===== src/rtl/gsp_pkg.sv =====
// Shared widths, register indexes and reset values of the glyph shelf packer.
package gsp_pkg;

  localparam int unsigned GlyphW   = 12;
  localparam int unsigned PageDimW = 13;
  localparam int unsigned PosXW    = 13;
  localparam int unsigned PosYW    = 14;
  localparam int unsigned PageW    = 8;
  localparam int unsigned PageTotW = 9;
  localparam int unsigned CfgIdxW  = 1;

  localparam logic [CfgIdxW-1:0] REG_PAGE_WIDTH  = 1'b0;
  localparam logic [CfgIdxW-1:0] REG_PAGE_HEIGHT = 1'b1;

  localparam logic [PageDimW-1:0] PAGE_WIDTH_RST  = 13'd512;
  localparam logic [PageDimW-1:0] PAGE_HEIGHT_RST = 13'd512;

  localparam logic [PosYW-1:0] Y_MAX    = 14'd16383;
  localparam logic [PageW-1:0] PAGE_MAX = 8'd255;

  typedef logic [GlyphW-1:0]   glyph_dim_t;
  typedef logic [PageDimW-1:0] page_dim_t;
  typedef logic [PosXW-1:0]    pos_x_t;
  typedef logic [PosYW-1:0]    pos_y_t;
  typedef logic [PageW-1:0]    page_t;
  typedef logic [PageTotW-1:0] page_tot_t;
  typedef logic [CfgIdxW-1:0]  cfg_idx_t;

endpackage


===== src/rtl/gsp_if.sv =====
// Stream interfaces of the glyph shelf packer: glyph input, placement output, register writes.
interface gsp_in_if;
  import gsp_pkg::*;
  logic       valid;
  logic       ready;
  glyph_dim_t glyph_width;
  glyph_dim_t glyph_height;
  logic       final_glyph;
  modport source (output valid, glyph_width, glyph_height, final_glyph, input ready);
  modport sink   (input valid, glyph_width, glyph_height, final_glyph, output ready);
endinterface

interface gsp_out_if;
  import gsp_pkg::*;
  logic       valid;
  logic       ready;
  page_t      page_index;
  pos_x_t     pos_x;
  pos_y_t     pos_y;
  glyph_dim_t tallest_so_far;
  page_tot_t  page_total;
  logic       end_of_shelf;
  logic       end_of_set;
  logic       forced_break;
  modport source (output valid, page_index, pos_x, pos_y, tallest_so_far, page_total,
                  end_of_shelf, end_of_set, forced_break, input ready);
  modport sink   (input valid, page_index, pos_x, pos_y, tallest_so_far, page_total,
                  end_of_shelf, end_of_set, forced_break, output ready);
endinterface

interface gsp_cfg_if;
  import gsp_pkg::*;
  logic      valid;
  logic      ready;
  cfg_idx_t  index;
  page_dim_t data;
  modport source (output valid, index, data, input ready);
  modport sink   (input valid, index, data, output ready);
endinterface


===== src/rtl/glyph_shelf_packer.sv =====
// Glyph shelf packer: places glyph boxes on shelves of atlas pages, emits each shelf on close.
//
//   channel  dir  payload                                           item
//   cfg_i    in   index, data                                       one register write
//   in_i     in   glyph_width, glyph_height, final_glyph            one glyph box
//   out_o    out  page_index, pos_x, pos_y, tallest_so_far,         one placed glyph
//                 page_total, end_of_shelf, end_of_set, forced_break
//
// A glyph that stays on the open shelf is stored directly. Closing a shelf of n glyphs
// runs a setup state, then n results, one x-store read per result, and then stores
// the glyph that caused the close. A final glyph adds its own close.
// Output backpressure holds the emission loop. Reset sets both page registers to 512;
// the x store needs no clearing.
module glyph_shelf_packer #(
  parameter int unsigned SHELF_SLOTS = 32
) (
  input  logic         clk_i,
  input  logic         rst_ni,
  gsp_cfg_if.sink      cfg_i,
  gsp_in_if.sink       in_i,
  gsp_out_if.source    out_o
);
  import gsp_pkg::*;

  localparam int unsigned FillW = $clog2(SHELF_SLOTS + 1);
  localparam int unsigned IdxW  = (SHELF_SLOTS > 1) ? $clog2(SHELF_SLOTS) : 1;

  localparam logic [1:0] S_IDLE  = 2'd0;
  localparam logic [1:0] S_CLOSE = 2'd1;
  localparam logic [1:0] S_EMIT  = 2'd2;
  localparam logic [1:0] S_STORE = 2'd3;

  logic [1:0]       state_q, state_d;
  page_dim_t        pw_q, ph_q;
  pos_x_t           pen_x_q, pen_x_d;
  pos_y_t           shelf_y_q, shelf_y_d;
  glyph_dim_t       smh_q, smh_d;
  glyph_dim_t       tall_q, tall_d;
  page_t            page_q, page_d;
  logic [FillW-1:0] fill_q, fill_d;
  glyph_dim_t       g_w_q, g_w_d, g_h_q, g_h_d;
  logic             g_last_q, g_last_d;
  logic             cl_last_q, cl_last_d;
  logic             forced_q, forced_d;
  pos_y_t           top_q, top_d;
  logic [FillW-1:0] cnt_q, cnt_d;
  logic [FillW-1:0] idx_q, idx_d;

  logic             out_valid_q, out_valid_d;
  page_t            o_page_q;
  pos_x_t           o_x_q;
  pos_y_t           o_y_q;
  glyph_dim_t       o_tall_q;
  page_tot_t        o_ptot_q;
  logic             o_eos_q, o_eoset_q, o_forced_q;

  pos_x_t           mem_q [SHELF_SLOTS];
  pos_x_t           rdata_q;
  logic             mem_we, mem_re;
  logic [IdxW-1:0]  mem_waddr, mem_raddr;
  pos_x_t           mem_wdata;

  logic             in_fire, over, full, ld, last_one;
  logic [PosYW:0]   x_sum;
  logic             st_en, st_last;
  pos_x_t           st_base;
  glyph_dim_t       st_w, st_h;
  logic [PosYW:0]   st_sum;
  logic [PosYW:0]   need, new_y;
  logic             move;
  pos_y_t           top_c;
  logic [FillW-1:0] idx_nxt;

  assign cfg_i.ready = 1'b1;
  assign in_i.ready  = (state_q == S_IDLE);
  assign in_fire     = in_i.valid & in_i.ready;

  assign x_sum = {2'b00, pen_x_q} + {3'b000, in_i.glyph_width};
  assign over  = x_sum > {2'b00, pw_q};
  assign full  = (fill_q == FillW'(SHELF_SLOTS));

  assign ld       = ~out_valid_q | out_o.ready;
  assign last_one = (idx_q == cnt_q - FillW'(1));
  assign idx_nxt  = idx_q + FillW'(1);

  assign need  = {1'b0, shelf_y_q} + (cl_last_q ? {3'b000, smh_q} : {2'b00, smh_q, 1'b0});
  assign move  = need >= {2'b00, ph_q};
  assign top_c = move ? '0 : shelf_y_q;
  assign new_y = {1'b0, top_c} + {3'b000, smh_q};

  always_comb begin
    st_en   = 1'b0;
    st_base = '0;
    st_w    = g_w_q;
    st_h    = g_h_q;
    st_last = g_last_q;
    if (state_q == S_IDLE && in_fire && !(over || full)) begin
      st_en   = 1'b1;
      st_base = pen_x_q;
      st_w    = in_i.glyph_width;
      st_h    = in_i.glyph_height;
      st_last = in_i.final_glyph;
    end else if (state_q == S_IDLE && in_fire && fill_q == '0) begin
      st_en   = 1'b1;
      st_w    = in_i.glyph_width;
      st_h    = in_i.glyph_height;
      st_last = in_i.final_glyph;
    end else if (state_q == S_STORE) begin
      st_en   = 1'b1;
    end
  end

  assign st_sum    = {2'b00, st_base} + {3'b000, st_w};
  assign mem_we    = st_en;
  assign mem_waddr = fill_q[IdxW-1:0];
  assign mem_wdata = st_base;
  assign mem_re    = (state_q == S_CLOSE) || (state_q == S_EMIT && ld && !last_one);
  assign mem_raddr = (state_q == S_CLOSE) ? '0 : idx_nxt[IdxW-1:0];

  always_comb begin
    state_d     = state_q;
    pen_x_d     = pen_x_q;
    shelf_y_d   = shelf_y_q;
    smh_d       = smh_q;
    tall_d      = tall_q;
    page_d      = page_q;
    fill_d      = fill_q;
    g_w_d       = g_w_q;
    g_h_d       = g_h_q;
    g_last_d    = g_last_q;
    cl_last_d   = cl_last_q;
    forced_d    = forced_q;
    top_d       = top_q;
    cnt_d       = cnt_q;
    idx_d       = idx_q;
    out_valid_d = out_valid_q & ~out_o.ready;

    if (st_en) begin
      fill_d  = fill_q + FillW'(1);
      pen_x_d = st_sum[PosXW-1:0];
      if (smh_q < st_h) smh_d = st_h;
      if (tall_q < st_h) tall_d = st_h;
      if (st_last) begin
        cl_last_d = 1'b1;
        forced_d  = 1'b0;
        state_d   = S_CLOSE;
      end else begin
        state_d   = S_IDLE;
      end
    end

    unique case (state_q)
      S_IDLE: begin
        if (in_fire && !st_en) begin
          g_w_d     = in_i.glyph_width;
          g_h_d     = in_i.glyph_height;
          g_last_d  = in_i.final_glyph;
          cl_last_d = 1'b0;
          forced_d  = ~over;
          state_d   = S_CLOSE;
        end
      end
      S_CLOSE: begin
        if (move && page_q != PAGE_MAX) page_d = page_q + PageW'(1);
        shelf_y_d = (new_y > {1'b0, Y_MAX}) ? Y_MAX : new_y[PosYW-1:0];
        top_d     = top_c;
        cnt_d     = fill_q;
        idx_d     = '0;
        pen_x_d   = '0;
        smh_d     = '0;
        fill_d    = '0;
        state_d   = S_EMIT;
      end
      S_EMIT: begin
        if (ld) begin
          out_valid_d = 1'b1;
          if (last_one) begin
            if (cl_last_q) begin
              shelf_y_d = '0;
              tall_d    = '0;
              page_d    = '0;
              state_d   = S_IDLE;
            end else begin
              state_d   = S_STORE;
            end
          end else begin
            idx_d = idx_nxt;
          end
        end
      end
      S_STORE: ;
      default: state_d = S_IDLE;
    endcase
  end

  always_ff @(posedge clk_i or negedge rst_ni) begin
    if (!rst_ni) begin
      state_q     <= S_IDLE;
      pw_q        <= PAGE_WIDTH_RST;
      ph_q        <= PAGE_HEIGHT_RST;
      pen_x_q     <= '0;
      shelf_y_q   <= '0;
      smh_q       <= '0;
      tall_q      <= '0;
      page_q      <= '0;
      fill_q      <= '0;
      cl_last_q   <= 1'b0;
      forced_q    <= 1'b0;
      cnt_q       <= '0;
      idx_q       <= '0;
      out_valid_q <= 1'b0;
    end else begin
      state_q     <= state_d;
      pen_x_q     <= pen_x_d;
      shelf_y_q   <= shelf_y_d;
      smh_q       <= smh_d;
      tall_q      <= tall_d;
      page_q      <= page_d;
      fill_q      <= fill_d;
      cl_last_q   <= cl_last_d;
      forced_q    <= forced_d;
      cnt_q       <= cnt_d;
      idx_q       <= idx_d;
      out_valid_q <= out_valid_d;
      if (cfg_i.valid && cfg_i.ready) begin
        unique case (cfg_i.index)
          REG_PAGE_WIDTH:  pw_q <= cfg_i.data;
          REG_PAGE_HEIGHT: ph_q <= cfg_i.data;
          default: ;
        endcase
      end
    end
  end

  always_ff @(posedge clk_i) begin
    g_w_q    <= g_w_d;
    g_h_q    <= g_h_d;
    g_last_q <= g_last_d;
    top_q    <= top_d;
    if (state_q == S_EMIT && ld) begin
      o_page_q   <= page_q;
      o_x_q      <= rdata_q;
      o_y_q      <= top_q;
      o_tall_q   <= tall_q;
      o_ptot_q   <= (cl_last_q && last_one) ? {1'b0, page_q} + PageTotW'(1) : '0;
      o_eos_q    <= last_one;
      o_eoset_q  <= cl_last_q & last_one;
      o_forced_q <= forced_q;
    end
  end

  always_ff @(posedge clk_i) begin
    if (mem_we) mem_q[mem_waddr] <= mem_wdata;
    if (mem_re) rdata_q <= mem_q[mem_raddr];
  end

  assign out_o.valid          = out_valid_q;
  assign out_o.page_index     = o_page_q;
  assign out_o.pos_x          = o_x_q;
  assign out_o.pos_y          = o_y_q;
  assign out_o.tallest_so_far = o_tall_q;
  assign out_o.page_total     = o_ptot_q;
  assign out_o.end_of_shelf   = o_eos_q;
  assign out_o.end_of_set     = o_eoset_q;
  assign out_o.forced_break   = o_forced_q;

endmodule


===== src/flat_wrapper.sv =====
// flat-port wrapper written by rule: the top's interface ports become plain ports
module glyph_shelf_packer_flat import gsp_pkg::*;
#(
  parameter int unsigned SHELF_SLOTS = 32
)
  (clk_i, rst_ni, cfg_i_valid, cfg_i_index, cfg_i_data, cfg_i_ready, in_i_valid, in_i_glyph_width, in_i_glyph_height, in_i_final_glyph, in_i_ready, out_o_valid, out_o_page_index, out_o_pos_x, out_o_pos_y, out_o_tallest_so_far, out_o_page_total, out_o_end_of_shelf, out_o_end_of_set, out_o_forced_break, out_o_ready);
  gsp_cfg_if cfg_i_i ();
  gsp_in_if in_i_i ();
  gsp_out_if out_o_i ();
  input  logic clk_i;
  input  logic rst_ni;
  input wire logic [$bits(cfg_i_i.valid)-1:0] cfg_i_valid;
  input wire logic [$bits(cfg_i_i.index)-1:0] cfg_i_index;
  input wire logic [$bits(cfg_i_i.data)-1:0] cfg_i_data;
  output wire logic [$bits(cfg_i_i.ready)-1:0] cfg_i_ready;
  input wire logic [$bits(in_i_i.valid)-1:0] in_i_valid;
  input wire logic [$bits(in_i_i.glyph_width)-1:0] in_i_glyph_width;
  input wire logic [$bits(in_i_i.glyph_height)-1:0] in_i_glyph_height;
  input wire logic [$bits(in_i_i.final_glyph)-1:0] in_i_final_glyph;
  output wire logic [$bits(in_i_i.ready)-1:0] in_i_ready;
  output wire logic [$bits(out_o_i.valid)-1:0] out_o_valid;
  output wire logic [$bits(out_o_i.page_index)-1:0] out_o_page_index;
  output wire logic [$bits(out_o_i.pos_x)-1:0] out_o_pos_x;
  output wire logic [$bits(out_o_i.pos_y)-1:0] out_o_pos_y;
  output wire logic [$bits(out_o_i.tallest_so_far)-1:0] out_o_tallest_so_far;
  output wire logic [$bits(out_o_i.page_total)-1:0] out_o_page_total;
  output wire logic [$bits(out_o_i.end_of_shelf)-1:0] out_o_end_of_shelf;
  output wire logic [$bits(out_o_i.end_of_set)-1:0] out_o_end_of_set;
  output wire logic [$bits(out_o_i.forced_break)-1:0] out_o_forced_break;
  input wire logic [$bits(out_o_i.ready)-1:0] out_o_ready;
  assign cfg_i_i.valid = cfg_i_valid;
  assign cfg_i_i.index = cfg_i_index;
  assign cfg_i_i.data = cfg_i_data;
  assign cfg_i_ready = cfg_i_i.ready;
  assign in_i_i.valid = in_i_valid;
  assign in_i_i.glyph_width = in_i_glyph_width;
  assign in_i_i.glyph_height = in_i_glyph_height;
  assign in_i_i.final_glyph = in_i_final_glyph;
  assign in_i_ready = in_i_i.ready;
  assign out_o_valid = out_o_i.valid;
  assign out_o_page_index = out_o_i.page_index;
  assign out_o_pos_x = out_o_i.pos_x;
  assign out_o_pos_y = out_o_i.pos_y;
  assign out_o_tallest_so_far = out_o_i.tallest_so_far;
  assign out_o_page_total = out_o_i.page_total;
  assign out_o_end_of_shelf = out_o_i.end_of_shelf;
  assign out_o_end_of_set = out_o_i.end_of_set;
  assign out_o_forced_break = out_o_i.forced_break;
  assign out_o_i.ready = out_o_ready;
  glyph_shelf_packer #(.SHELF_SLOTS(SHELF_SLOTS)) u_core (.clk_i(clk_i), .rst_ni(rst_ni), .cfg_i(cfg_i_i), .in_i(in_i_i), .out_o(out_o_i));
endmodule

===== config.mk =====
export PLATFORM = sky130hd
export DESIGN_NAME = glyph_shelf_packer_flat
export DESIGN_NICKNAME = d
export VERILOG_FILES = /design/src/rtl/gsp_pkg.sv /design/src/rtl/gsp_if.sv /design/src/rtl/glyph_shelf_packer.sv /design/src/flat_wrapper.sv
export SDC_FILE = /design/constraint.sdc
export NUM_CORES = 1
export LEC_CHECK = 0
export ABC_CLOCK_PERIOD_IN_PS = 6100
export BUFFER_PORTS_ARGS = -buffer_cell sky130_fd_sc_hd__buf_2
export CAP_MARGIN = 25
export CORE_AREA = 2 2 274 195
export CTS_CLUSTER_DIAMETER = 60
export DETAILED_ROUTE_END_ITERATION = 10
export DIE_AREA = 0 0 276 197
export GPL_TIMING_DRIVEN = 1
export PLACE_DENSITY = 0.76
export SETUP_SLACK_MARGIN = 0.02
export SLEW_MARGIN = 20
export SYNTH_ARGS = -nofsm -noshare
export SYNTH_HDL_FRONTEND = slang
export SYNTH_SLANG_ARGS = --single-unit

===== constraint.sdc =====
create_clock -name clk_i -period 6.1 [get_ports clk_i]
set_input_delay 1.22 -clock clk_i [delete_from_list [all_inputs] [get_ports clk_i]]
set_output_delay 1.22 -clock clk_i [all_outputs]
set_load 0.005 [all_outputs]

=== Yosys cells after proc, flatten, opt, wreduce, memory -nomap -nowiden ===
Memory sizes are Yosys's and may differ from the RTL's. A register that Yosys moved wholly into a read port is not among the register bits.
Index checks and enable logic that the tools add are counted.

* Bits in registers: 206
* Memory bits (writable): 416
* Memories kept: 1

{| class="wikitable"
|+ Memories
! name !! depth !! width !! rd ports !! clocked after Yosys merged registers in !! wr ports !! RTL line !! RTL
|-
| u_core.mem_q || 32 || 13 || 1 || 1 || 1 || glyph_shelf_packer.sv:57 || <nowiki>pos_x_t mem_q [SHELF_SLOTS];</nowiki>
|}

* $add $sub $neg: 9
* Order comparisons: 5
* Equality and inequality tests: 11
* Muxes and demuxes: 58
* Bitwise logic cells: 8
* Reductions and logical operators: 25

{| class="wikitable"
|+ Operator list
! cell !! count
|-
| $mux 12 || 13
|-
| $mux 14 || 5
|-
| $mux 13 || 4
|-
| $mux 8 || 4
|-
| $pmux 14 s2 || 1
|-
| $lt 12x12->1 || 2
|-
| $mux 6 || 4
|-
| $mux 1 || 18
|-
| $pmux 8 s2 || 1
|-
| $add 14x12->15 || 1
|-
| $add 14x15->15 || 1
|-
| $ge 15x13->1 || 1
|-
| $gt 15x13->1 || 1
|-
| $gt 15x14->1 const B || 1
|-
| $add 13x12->14 || 1
|-
| $add 13x12->13 || 1
|-
| $add 6x1->6 const B || 2
|-
| $pmux 6 s2 || 1
|-
| $mux 2 || 5
|-
| $add 8x1->9 const B || 1
|-
| $add 8x1->8 const B || 1
|-
| $logic_and 1x1->1 || 8
|-
| $ne 8x8->1 const B || 1
|-
| $reduce_and 2->1 || 4
|-
| other kinds (20) || 34
|}

=== Longest topological paths before layout ===
Gate-level depths: netlist of the first run.

* Depth after elaboration: 13
* Gate-level depth with buffers: 33
* Depth with buffers taken out: 32

=== Worst setup path before layout of the first run ===
OpenSTA, ideal clock, no wires.

* Kind: input -> register
* Start point: input in_i_glyph_width[0]
* End point: register u_core.pen_x_q[12]
* Setup time: 0.126 ns
* Arrival time: 6.889 ns
* Path slack: -0.915 ns
* Cell stages on the path: 32
* Cells stage by stage: ha_1 -> inv_1 -> fa_1 -> nor2b_1 -> o21ai_0 -> a21boi_0 -> o21ai_0 -> a21oi_1 -> o21a_1 -> nor2_1 -> xnor2_1 -> ha_1 -> a211o_1 -> o211ai_1 -> a21oi_1 -> nor3_1 -> o22ai_1 -> nor3_1 -> clkbuf_1 -> and2_1 -> ha_1 -> inv_1 -> fa_1 -> nor2b_1 -> o21a_1 -> o21ai_0 -> a21oi_1 -> o21ai_0 -> a21oi_1 -> o41ai_1 -> and4_1 -> a311o_1

* Longest elaborated chain between the ends: 9
* Elaborated cells between the ends (all ways): 13
* Those cells by class: add/sub: 2; order compare: 1; mux: 6; reduce/logical: 4

{| class="wikitable"
|+ RTL lines
! element !! RTL line !! RTL
|-
| from (decl) || flat_wrapper.sv:17 || <nowiki>input wire logic [$bits(in_i_i.glyph_width)-1:0] in_i_glyph_width;</nowiki>
|-
| $add 13x12->14 || glyph_shelf_packer.sv:78 || <nowiki>assign x_sum = {2'b00, pen_x_q} + {3'b000, in_i.glyph_width};</nowiki>
|-
| $gt 15x13->1 || glyph_shelf_packer.sv:79 || <nowiki>assign over = x_sum > {2'b00, pw_q};</nowiki>
|-
| $logic_or 1x1->1 || glyph_shelf_packer.sv:97 || <nowiki>if (state_q == S_IDLE && in_fire && !(over || full)) begin</nowiki>
|-
| $logic_not 1->1 || glyph_shelf_packer.sv:97 ||
|-
| $logic_and 1x1->1 || glyph_shelf_packer.sv:97 ||
|-
| $mux 13 || glyph_shelf_packer.sv:97 ||
|-
| named net u_core.mem_wdata[0] || glyph_shelf_packer.sv:61 || <nowiki>pos_x_t mem_wdata;</nowiki>
|-
| $add 13x12->13 || glyph_shelf_packer.sv:113 || <nowiki>assign st_sum = {2'b00, st_base} + {3'b000, st_w};</nowiki>
|-
| $mux 13 || glyph_shelf_packer.sv:138 || <nowiki>if (st_en) begin</nowiki>
|-
| $mux 13 || glyph_shelf_packer.sv:152 || <nowiki>unique case (state_q)</nowiki>
|-
| to (signal assigned) || glyph_shelf_packer.sv:214 || <nowiki>pen_x_q <= pen_x_d;</nowiki>
|-
| to (decl) || glyph_shelf_packer.sv:35 || <nowiki>pos_x_t pen_x_q, pen_x_d;</nowiki>
|}

The timed path passes the listed nets, and every way through them passes these cells. The select of a mux whose other input is x is not followed.
A chain may end at the register's enable or synchronous reset.

=== Worst setup path after layout of the first run ===
* Start point: input in_i_glyph_width[1]
* End point: register u_core.tall_q[10]

* Longest elaborated chain between the ends: 13
* Elaborated cells between the ends (all ways): 14
* Those cells by class: add/sub: 1; order compare: 2; mux: 8; reduce/logical: 3

{| class="wikitable"
|+ RTL lines
! element !! RTL line !! RTL
|-
| $add 13x12->14 (*) || glyph_shelf_packer.sv:78 ||
|-
| $gt 15x13->1 (*) || glyph_shelf_packer.sv:79 ||
|-
| $logic_or 1x1->1 (*) || glyph_shelf_packer.sv:97 ||
|-
| $logic_not 1->1 (*) || glyph_shelf_packer.sv:97 ||
|-
| $logic_and 1x1->1 (*) || glyph_shelf_packer.sv:97 ||
|-
| $mux 12 || glyph_shelf_packer.sv:97 ||
|-
| $lt 12x12->1 || glyph_shelf_packer.sv:142 || <nowiki>if (tall_q < st_h) tall_d = st_h;</nowiki>
|-
| $mux 12 || glyph_shelf_packer.sv:142 ||
|-
| $mux 12 (*) || glyph_shelf_packer.sv:138 ||
|-
| $mux 12 || glyph_shelf_packer.sv:178 || <nowiki>if (cl_last_q) begin</nowiki>
|-
| $mux 12 || glyph_shelf_packer.sv:177 || <nowiki>if (last_one) begin</nowiki>
|-
| $mux 12 || glyph_shelf_packer.sv:175 || <nowiki>if (ld) begin</nowiki>
|-
| $mux 12 (*) || glyph_shelf_packer.sv:152 ||
|-
| named net u_core.tall_d[10] || glyph_shelf_packer.sv:38 || <nowiki>glyph_dim_t tall_q, tall_d;</nowiki>
|-
| to (signal assigned) || glyph_shelf_packer.sv:217 || <nowiki>tall_q <= tall_d;</nowiki>
|-
| to (decl) || glyph_shelf_packer.sv:38 ||
|}

The timed path passes the listed nets; every way through them passes the cells marked *.

==> metrics.md, run 1 <==
| Metric | Value |
|---|---|
| Port-buffer cells | `104` |
| Final Max Slew Viols | `0` |
| Final #Nets | `about 2600` |
| Hold Vio Cnt, Final | `0` |
| Post-synthesis mux area share | `0.0787` |
| Sequential-to-total area share from yosys stat | `0.645` |
| Detailed Route WL | `76000 µm` |
| Remaining global-route overflow | `0` |
| Initial antenna violation count | `2` |
| RSZ-0062 raised after global routing | `yes` |
| DIE AREA | `roughly 54000 µm²` |
| I/O Pins | `106` |
| Starting density of the core | `0.556` |
| Multi-input gate area | `roughly 10000 µm²` |
| Synthesized cell area | `~29000 µm²` |
| Antenna viol nets, final | `0` |
| Syn Nets | `2270` |
| Root Buffer | `clkbuf_16` |
| Synthesized instance count | `2114` |
| Share of cells above drive strength 1 | `0.293` |
| Max Fanout on Critical Path | `6` |
| Pwr Density | `around 500 nW/µm²` |
| Slew @ Worst Pin | `0.977 ns` |
| Num CTS Buffers | `61` |
| Post-detail-place hpwl | `48800 µm` |
| Tightest Hold Check Type | `flop to flop` |
| Failing checks | `DRC, setup timing` |
| Final setup fails | `19` |
| Internal reg-to-reg setup slack | `approximately 0.060 ns` |
| Synth Area in Compound Gates | `0.0901` |
| Comb power frac | `0.441` |
| Asr flop ratio synth | `0.170` |
| Netlist cell types | `81` |
| Mapped Avg Cell Area | `13.6 µm²` |
| Worst r2r dst | `u_core.shelf_y_q[1]` |
| Filler Cell Count | `3448` |
| Max stage delay on crit path | `between 0.3 and 0.4 ns` |
| Residual DRC count | `7` |
| Worst-case clock skew | `approximately 0.027 ns` |
| Critical-path top delay cell | `a221oi_2` |
| DRC marker count from the first detailed-route iteration | `2263` |
| Antenna fix cells | `0` |
| Worst Path Required | `6.58 ns` |
| Gr usage total | `0.273` |
| Placed cell areas | `about 32000 µm²` |
| Post-Synth Simple-Gate Area | `0.0925` |
| Storage element area | `approximately 19000 µm²` |
| Met3 usage | `0.0550` |
| CP Capture Point | `u_core.tall_q[10]` |
| Grt peak-use layer | `met1` |
| Startpoint type of the worst setup path | `input port` |
| Arr. time, crit path | `6.64 ns` |
| Area grow syn2layout | `22.2%` |
| Status | `finished, violations left` |
| Routing usage on met2 | `0.401` |
| R2R Path Start | `u_core.cl_last_q` |
| Die width | `276 µm` |
| Slew Limit Headroom | `0.349` |
| Warnings, synthesis | `0` |
| Routed len/inst | `23.7 µm` |
| Switching pwr | `6470 µW` |
| Worst setup path startpoint | `in_i_glyph_width[1]` |
| Leak | `0.0139 µW` |
| EDFF count, synth | `527` |
| # H-tree levels | `2` |
| PnR worst setup slack | `-0.0660 ns` |
| Drt first pass iters | `10` |
| P_int | `11300 µW` |
| Vias per cell | `6.13` |
| Min Tclk post-route | `6.17 ns` |
| Pin count of the biggest net entering global routing | `69` |
| RePlAce Congestion | `slightly above 0.9` |
| Fin util | `0.680` |
| First-pass GRT wire length | `113000 µm` |
| Fmax | `162 MHz` |
| XOR/XNOR Fraction of Synth Area | `0.0173` |
| Core ar. | `51700 µm²` |
| Adder-Cell Fraction of Synth Area | `0.0498` |
| Reg clk slew, reported paths | `~0.07 ns` |
| CTS Buffer Depth | `3` |
| Vias in the first global route | `18977` |
| Most frequent cells in the layout | `527 x edfxtp_1, 241 x buf_4, 231 x nand2_1` |
| Die Y | `between 150 and 200 µm` |
| Clock share of power | `0.227` |
| Num rows | `70` |
| Maximum vdd ir drop | `293 µV` |
| Largest family of logic cells by synthesized area | `simple AND/OR/NAND/NOR gates` |
| Setup CP Type | `input port to flop` |
| CTS Hold Bufs | `0` |
| CTS sink cnt | `635` |
| Later-pin clock latency in the skew report | `0.64 ns` |
| Tcrit/Tclk final | `1.01` |
| Fin area | `35100 µm²` |
| Sequential fraction of design power | `0.333` |
| Switch share | `0.365` |
| Vias | `19631` |
| Met1 usage | `0.417` |
| R2R cell count | `33` |
| Synth Flop Type | `edfxtp_1` |
| CTS tree | `yes` |
| CP endpoint kind | `flop` |
| Register bit total from synthesis | `635` |
| Max cap viols | `0` |
| Commonest non-fill, non-tap cell in the layout | `edfxtp_1` |
final cells by class:
type / count / area share
clock buffer: 67 / 0.0444
clock inverter: 44 / 0.0163
inverter: 86 / 0.00944
multi-input combinational: 1299 / 0.291
sequential: 635 / 0.528
tap: 684 / 0.0244
timing repair buffer: 386 / 0.0868
how the worst min path moves through the flow:
stage,start,end,slack [ns],depth (start not counted)
floorplan,u_core.rdata_q[0],u_core.out_o.pos_x[0],0.40,0
CTS,u_core.top_q[2],u_core.out_o.pos_y[2],0.42,0
detailed placement,u_core.top_q[2],u_core.out_o.pos_y[2],0.40,0
global route,u_core.rdata_q[10],u_core.out_o.pos_x[10],0.43,0
finish,u_core.top_q[2],u_core.out_o.pos_y[2],0.42,0
global placement,u_core.rdata_q[11],u_core.out_o.pos_x[11],0.40,0
cells in the mapped netlist (all sizes together), types with 15 or more instances:
cell type	n	area share
edfxtp	527	0.55
nand2	247	0.033
nor2	117	0.016
ha	108	0.047
dfrtp	106	0.092
inv	85	0.011
a21oi	79	0.014
o21ai	79	0.014
mux2i	74	0.026
mux2	63	0.025
nand3	53	0.0092
clkbuf	50	0.0065
buf	45	0.0092
xnor2	40	0.012
mux4	36	0.028
a311oi	33	0.010
and2	31	0.0067
a211oi	29	0.0082
nor2b	29	0.0063
nor3	28	0.0049
a21o	27	0.0071
a31oi	19	0.0047
o22ai	19	0.0041
nand2b	16	0.0037
o21a	16	0.0042
xor2	16	0.0051
nand4	15	0.0033
power by group through the flow:
stage                     clock network (µW)  registers (µW)  logic [µW]
final                                   4020            5900        7810
after global routing                    4220            5950        8380
after CTS                               4060            5870        6980
after detailed placement                   0            5960        6730
after global placement                     0            5930        6490
after floorplan                            0            5800        4170
kinds of logic after synthesis:
family	after synthesis
AO/OA/AOI/OAI	379
XOR/XNOR	56
adder cells (fa/ha/maj)	112
buffers and inverters	181
flip-flops	635
multiplexers	173
other	1
AND/OR/NAND/NOR	577
registers in the layout, summed over array words and instances, names as in the netlist, 13 cells and up:
register	flops
u_core.rdata_q	13
u_core.top_q	14
u_core.mem_q	416
u_core.shelf_y_q	14
u_core.ph_q	13
u_core.out_o.pos_y	14
u_core.pen_x_q	13
u_core.pw_q	13
u_core.out_o.pos_x	13
per-stage QoR:
| step | hold slack, ns | power [µW] | setup TNS (ns) | std cells | worst slack, ns |
|---|---|---|---|---|---|
| detailed placement | 0.405 | 12700 | -29.62 | 3043 | -0.817 |
| floorplan | 0.400 | 9970 | -2.15 | 2114 | -0.406 |
| finish | 0.415 | 17700 | -0.666 | 3201 | -0.0660 |
| global route | 0.429 | 18600 | -8.87 | 3201 | -0.346 |
| CTS | 0.417 | 16900 | 0 | 3170 | 0.0176 |
| global placement | 0.404 | 12400 | -19.92 | 3043 | -0.539 |
critical path, delay by kind of cell:
family,cells,cell delay [ns]
muxes,2,0.51
AOI/OAI and AO/OA,11,2.40
buffers and inverters,8,0.96
xor gates and xnor gates,1,0.14
and+or+nand+nor,6,0.70
adders and majority gates,3,0.67
what timing repair did:
action	4_1_cts	5_1_grt
cloned	1	2
buffers inserted	15	27
gates resized for setup	31	121
pin swaps	21	77
setup endpoints to repair	39	45
per-layer routing:
metal  up-vias  wire [µm]
met5         -          0
met4         0       1910
met3       160       8420
met2      1126      33300
met1      9679      32400
li1       8666          -
(Power assumes the default switching activity.)
==> run 2, diff against run 1 <==
Settings changed: ABC_AREA set to 1, CORE_AREA 2 2 274 195 to 2 2 276 196, DIE_AREA 0 0 276 197 to 0 0 278 198, PLACE_DENSITY 0.76 to 0.75.
==> run 2 against run 1 <==
Against the previous run:
- the run now ends clean
- maximum frequency grew 9.3%
- final cell count grew 8.3%
- sequential cell count is the same
- critical path depth stayed put
==> metrics.md, run 2 <==
| Metric | Value |
|---|---|
| Remaining global-route overflow | `0` |
| Pwr Total | `16500 µW` |
| Maximum vdd ir drop | `between 200 and 300 µV` |
| Switching pwr | `6630 µW` |
| Pin count of the biggest net entering global routing | `101` |
| Antenna viol nets, final | `0` |
| CTS sink cnt | `635` |
| Max Fanout on Critical Path | `13` |
| Clock share of power | `0.223` |
| I/O Pins | `106` |
| Final #Nets | `2885` |
| Reg clk slew, reported paths | `0.06 ns` |
| Post-detail-place hpwl | `46000 µm` |
| Pwr Density | `between 500 and 600 nW/µm²` |
| Sequential fraction of design power | `0.356` |
| Critical-path top delay cell | `dfrtp_1` |
| CP most frequent cell | `nand2_1` |
| Status | `completed` |
| Port-buffer cells | `104` |
| CTS Hold Bufs | `0` |
| # H-tree levels | `2` |
| Vias per cell | `approximately 5.9` |
| Synth Flop Type | `edfxtp_1` |
| EDFF count, synth | `527` |
| Syn Nets | `2732` |
| Worst-case clock skew | `0.0243 ns` |
| Min Tclk post-route | `5.64 ns` |
| Warnings, synthesis | `0` |
| Tcrit/Tclk final | `0.925` |
| Vias in the first global route | `19950` |
| Hold path cells | `0` |
| Netlist cell types | `66` |
| Worst Path Required | `6.58 ns` |
| Setup CP Type | `flop to flop` |
| Synth top area share | `0.545` |
| Num rows | `71` |
| Largest register FFs | `416` |
| Post-synth top cells | `527 x edfxtp_1, 394 x nor2_1, 315 x nand2_1` |
| Root Buffer | `clkbuf_16` |
| DRC marker count from the first detailed-route iteration | `about 2300` |
| Routed len/inst | `around 21 µm` |
| Synthesized instance count | `~2600` |
| Share of cells above drive strength 1 | `0.142` |
| Starting density of the core | `0.549` |
| R2R cell count | `31` |
| Arr. time, crit path | `between 6 and 7 ns` |
| Drt first pass iters | `8` |
| Die Y | `slightly below 200 µm` |
| RePlAce Congestion | `0.939` |
| Mapped Avg Cell Area | `11.3 µm²` |
| Tightest Hold Check Type | `flop to flop` |
| Residual DRC count | `0` |
| Largest reg by FF count | `u_core.mem_q` |
| Register bit total from synthesis | `between 600 and 700` |
| Largest area contributor in the netlist | `edfxtp_1` |
| Startpoint type of the worst setup path | `flop` |
| Commonest non-fill, non-tap cell in the layout | `edfxtp_1` |
| Synthesized cell area | `29000 µm²` |
| Final setup fails | `0` |
| Worst r2r dst | `u_core.shelf_y_q[10]` |
| Slew Limit Headroom | `0.279` |
| Vias | `20500` |
| Core ar. | `52900 µm²` |
| Sequential-to-total area share from yosys stat | `0.638` |
| Comb power frac | `0.421` |
| R2R Path Start | `u_core.cl_last_q` |
| DIE AREA | `approximately 55000 µm²` |
| Gr usage total | `0.262` |
| CP endpoint kind | `flop` |
| First-pass GRT wire length | `between 100000 and 150000 µm` |
| Leak | `0.0129 µW` |
| Asr flop ratio synth | `0.170` |
| Synth area leaders | `edfxtp_1 55%, dfrtp_1 9.1%, nor2_1 5.1%, ha_1 4.7%, nand2_1 4.1%` |
| Num CTS Buffers | `60` |
| Internal reg-to-reg setup slack | `between 0.4 and 0.5 ns` |
| Fmax | `177 MHz` |
| Final Max Slew Viols | `0` |
| Hold Vio Cnt, Final | `0` |
| Max stage delay on crit path | `0.43 ns` |
| P_int | `9850 µW` |
| Count leader, synth | `edfxtp_1` |
| Max cap viols | `0` |
| Die width | `278 µm` |
| CTS tree | `yes` |
| Later-pin clock latency in the skew report | `0.63 ns` |
| RSZ-0062 raised after global routing | `no` |
| Switch share | `0.402` |
| Area grow syn2layout | `12.9%` |
| CTS Buffer Depth | `3` |
| Initial antenna violation count | `0` |
| Detailed Route WL | `slightly above 70000 µm` |
| Hold Crit Endpoint | `u_core.out_o.pos_y[6]` |
| Antenna fix cells | `0` |
| Most frequent cells in the layout | `527 x edfxtp_1, 377 x nor2_1, 313 x nand2_1` |
| Slew @ Worst Pin | `roughly 1.1 ns` |
| Final TNS setup | `0 ns` |
| Worst hold start | `u_core.top_q[6]` |
==> run 2: cell types whose count changed in the layout (fill, tap and decap cells not counted), sizes merged, moves of 29 or more <==
cell and delta:
nand2 +85, buf -184, mux4 -36, mux2i -52
and2 -31, o21ai +142, nor2b -29, mux2 -63
a311oi -31, inv +154, nor2 +295
==> run 2: repair_timing <==
item / CTS / global route
setup buffers: 0 / 2
setup endpoints to repair: 0 / 37
resized for setup: 0 / 21
==> run 2: worst max-delay path, delay by kind of cell, from the launching register on <==
| kind | cells | cell delay [ns] |
|---|---|---|
| compound gates | 10 | 1.56 |
| xor+xnor | 2 | 0.33 |
| fa+ha+maj | 3 | 1.06 |
| buf+inv | 3 | 0.53 |
| flops | 1 | 0.43 |
| simple gates | 13 | 1.59 |
==> run 2: worst max path at each step <==
| stage | startpoint | end | slack (ns) | depth (start not counted) |
|---|---|---|---|---|
| finish | u_core.cl_last_q | u_core.shelf_y_q[10] | 0.46 | 31 |
| global route | in_i_glyph_width[0] | u_core.pen_x_q[11] | 0.03 | 39 |
| CTS | u_core.cl_last_q | u_core.shelf_y_q[10] | 0.34 | 30 |
| detailed placement | in_i_glyph_width[0] | u_core.pen_x_q[11] | -0.18 | 39 |
| global placement | in_i_glyph_width[0] | u_core.pen_x_q[11] | 0.01 | 39 |
| floorplan | in_i_glyph_width[0] | u_core.pen_x_q[12] | 0.02 | 35 |
==> run 2: area by class of cell <==
class / count / area [µm²]
fill: 3923 / 20100
sequential: 635 / 18500
multi-input combinational: 1589 / 9230
clock buffer: 69 / 1580
timing repair buffer: 202 / 1290
inverter: 241 / 926
tap: 693 / 867
clock inverter: 38 / 337
==> run 2: through the flow <==
step                      area (µm²)  worst slack (ns)  instances   util  hold WS, ns
after detailed placement       30800            -0.177       3358  0.582        0.405
after CTS                      32700             0.339       3465  0.618        0.418
final                          32800             0.457       3467  0.620        0.418
after floorplan                29100            0.0225       2576      -        0.400
after global routing           32800            0.0281       3467  0.620        0.423
after global placement         30700            0.0101       3357  0.582        0.401
==> run 2: logic make-up after synthesis <==
logic type | Yosys count | synth area share
buffers and inverters | 352 | 0.0485
adder cells (fa/ha/maj) | 112 | 0.0493
other | 1 | 0.000129
multiplexers | 22 | 0.00759
AND/OR/NAND/NOR | 889 | 0.130
XOR/XNOR | 57 | 0.0172
flip-flops | 635 | 0.638
AO/OA/AOI/OAI | 508 | 0.108
==> run 2: power by group through the flow <==
stage                     Clock [µW]  Combinational [µW]  Sequential (µW)
after detailed placement           0                6710             5930
after floorplan                    0                4720             5830
after CTS                       3720                6780             5850
after global routing            3870                7710             5910
final                           3680                6950             5860
after global placement             0                6450             5920
==> run 2: routing by layer <==
metal  vias to the layer above  share of wire  track usage
li1                       9426              -            -
met1                      9931           0.43        0.382
met2                      1001           0.44        0.398
met3                       142           0.10       0.0562
met4                         0          0.025       0.0791
met5                         -              0            0
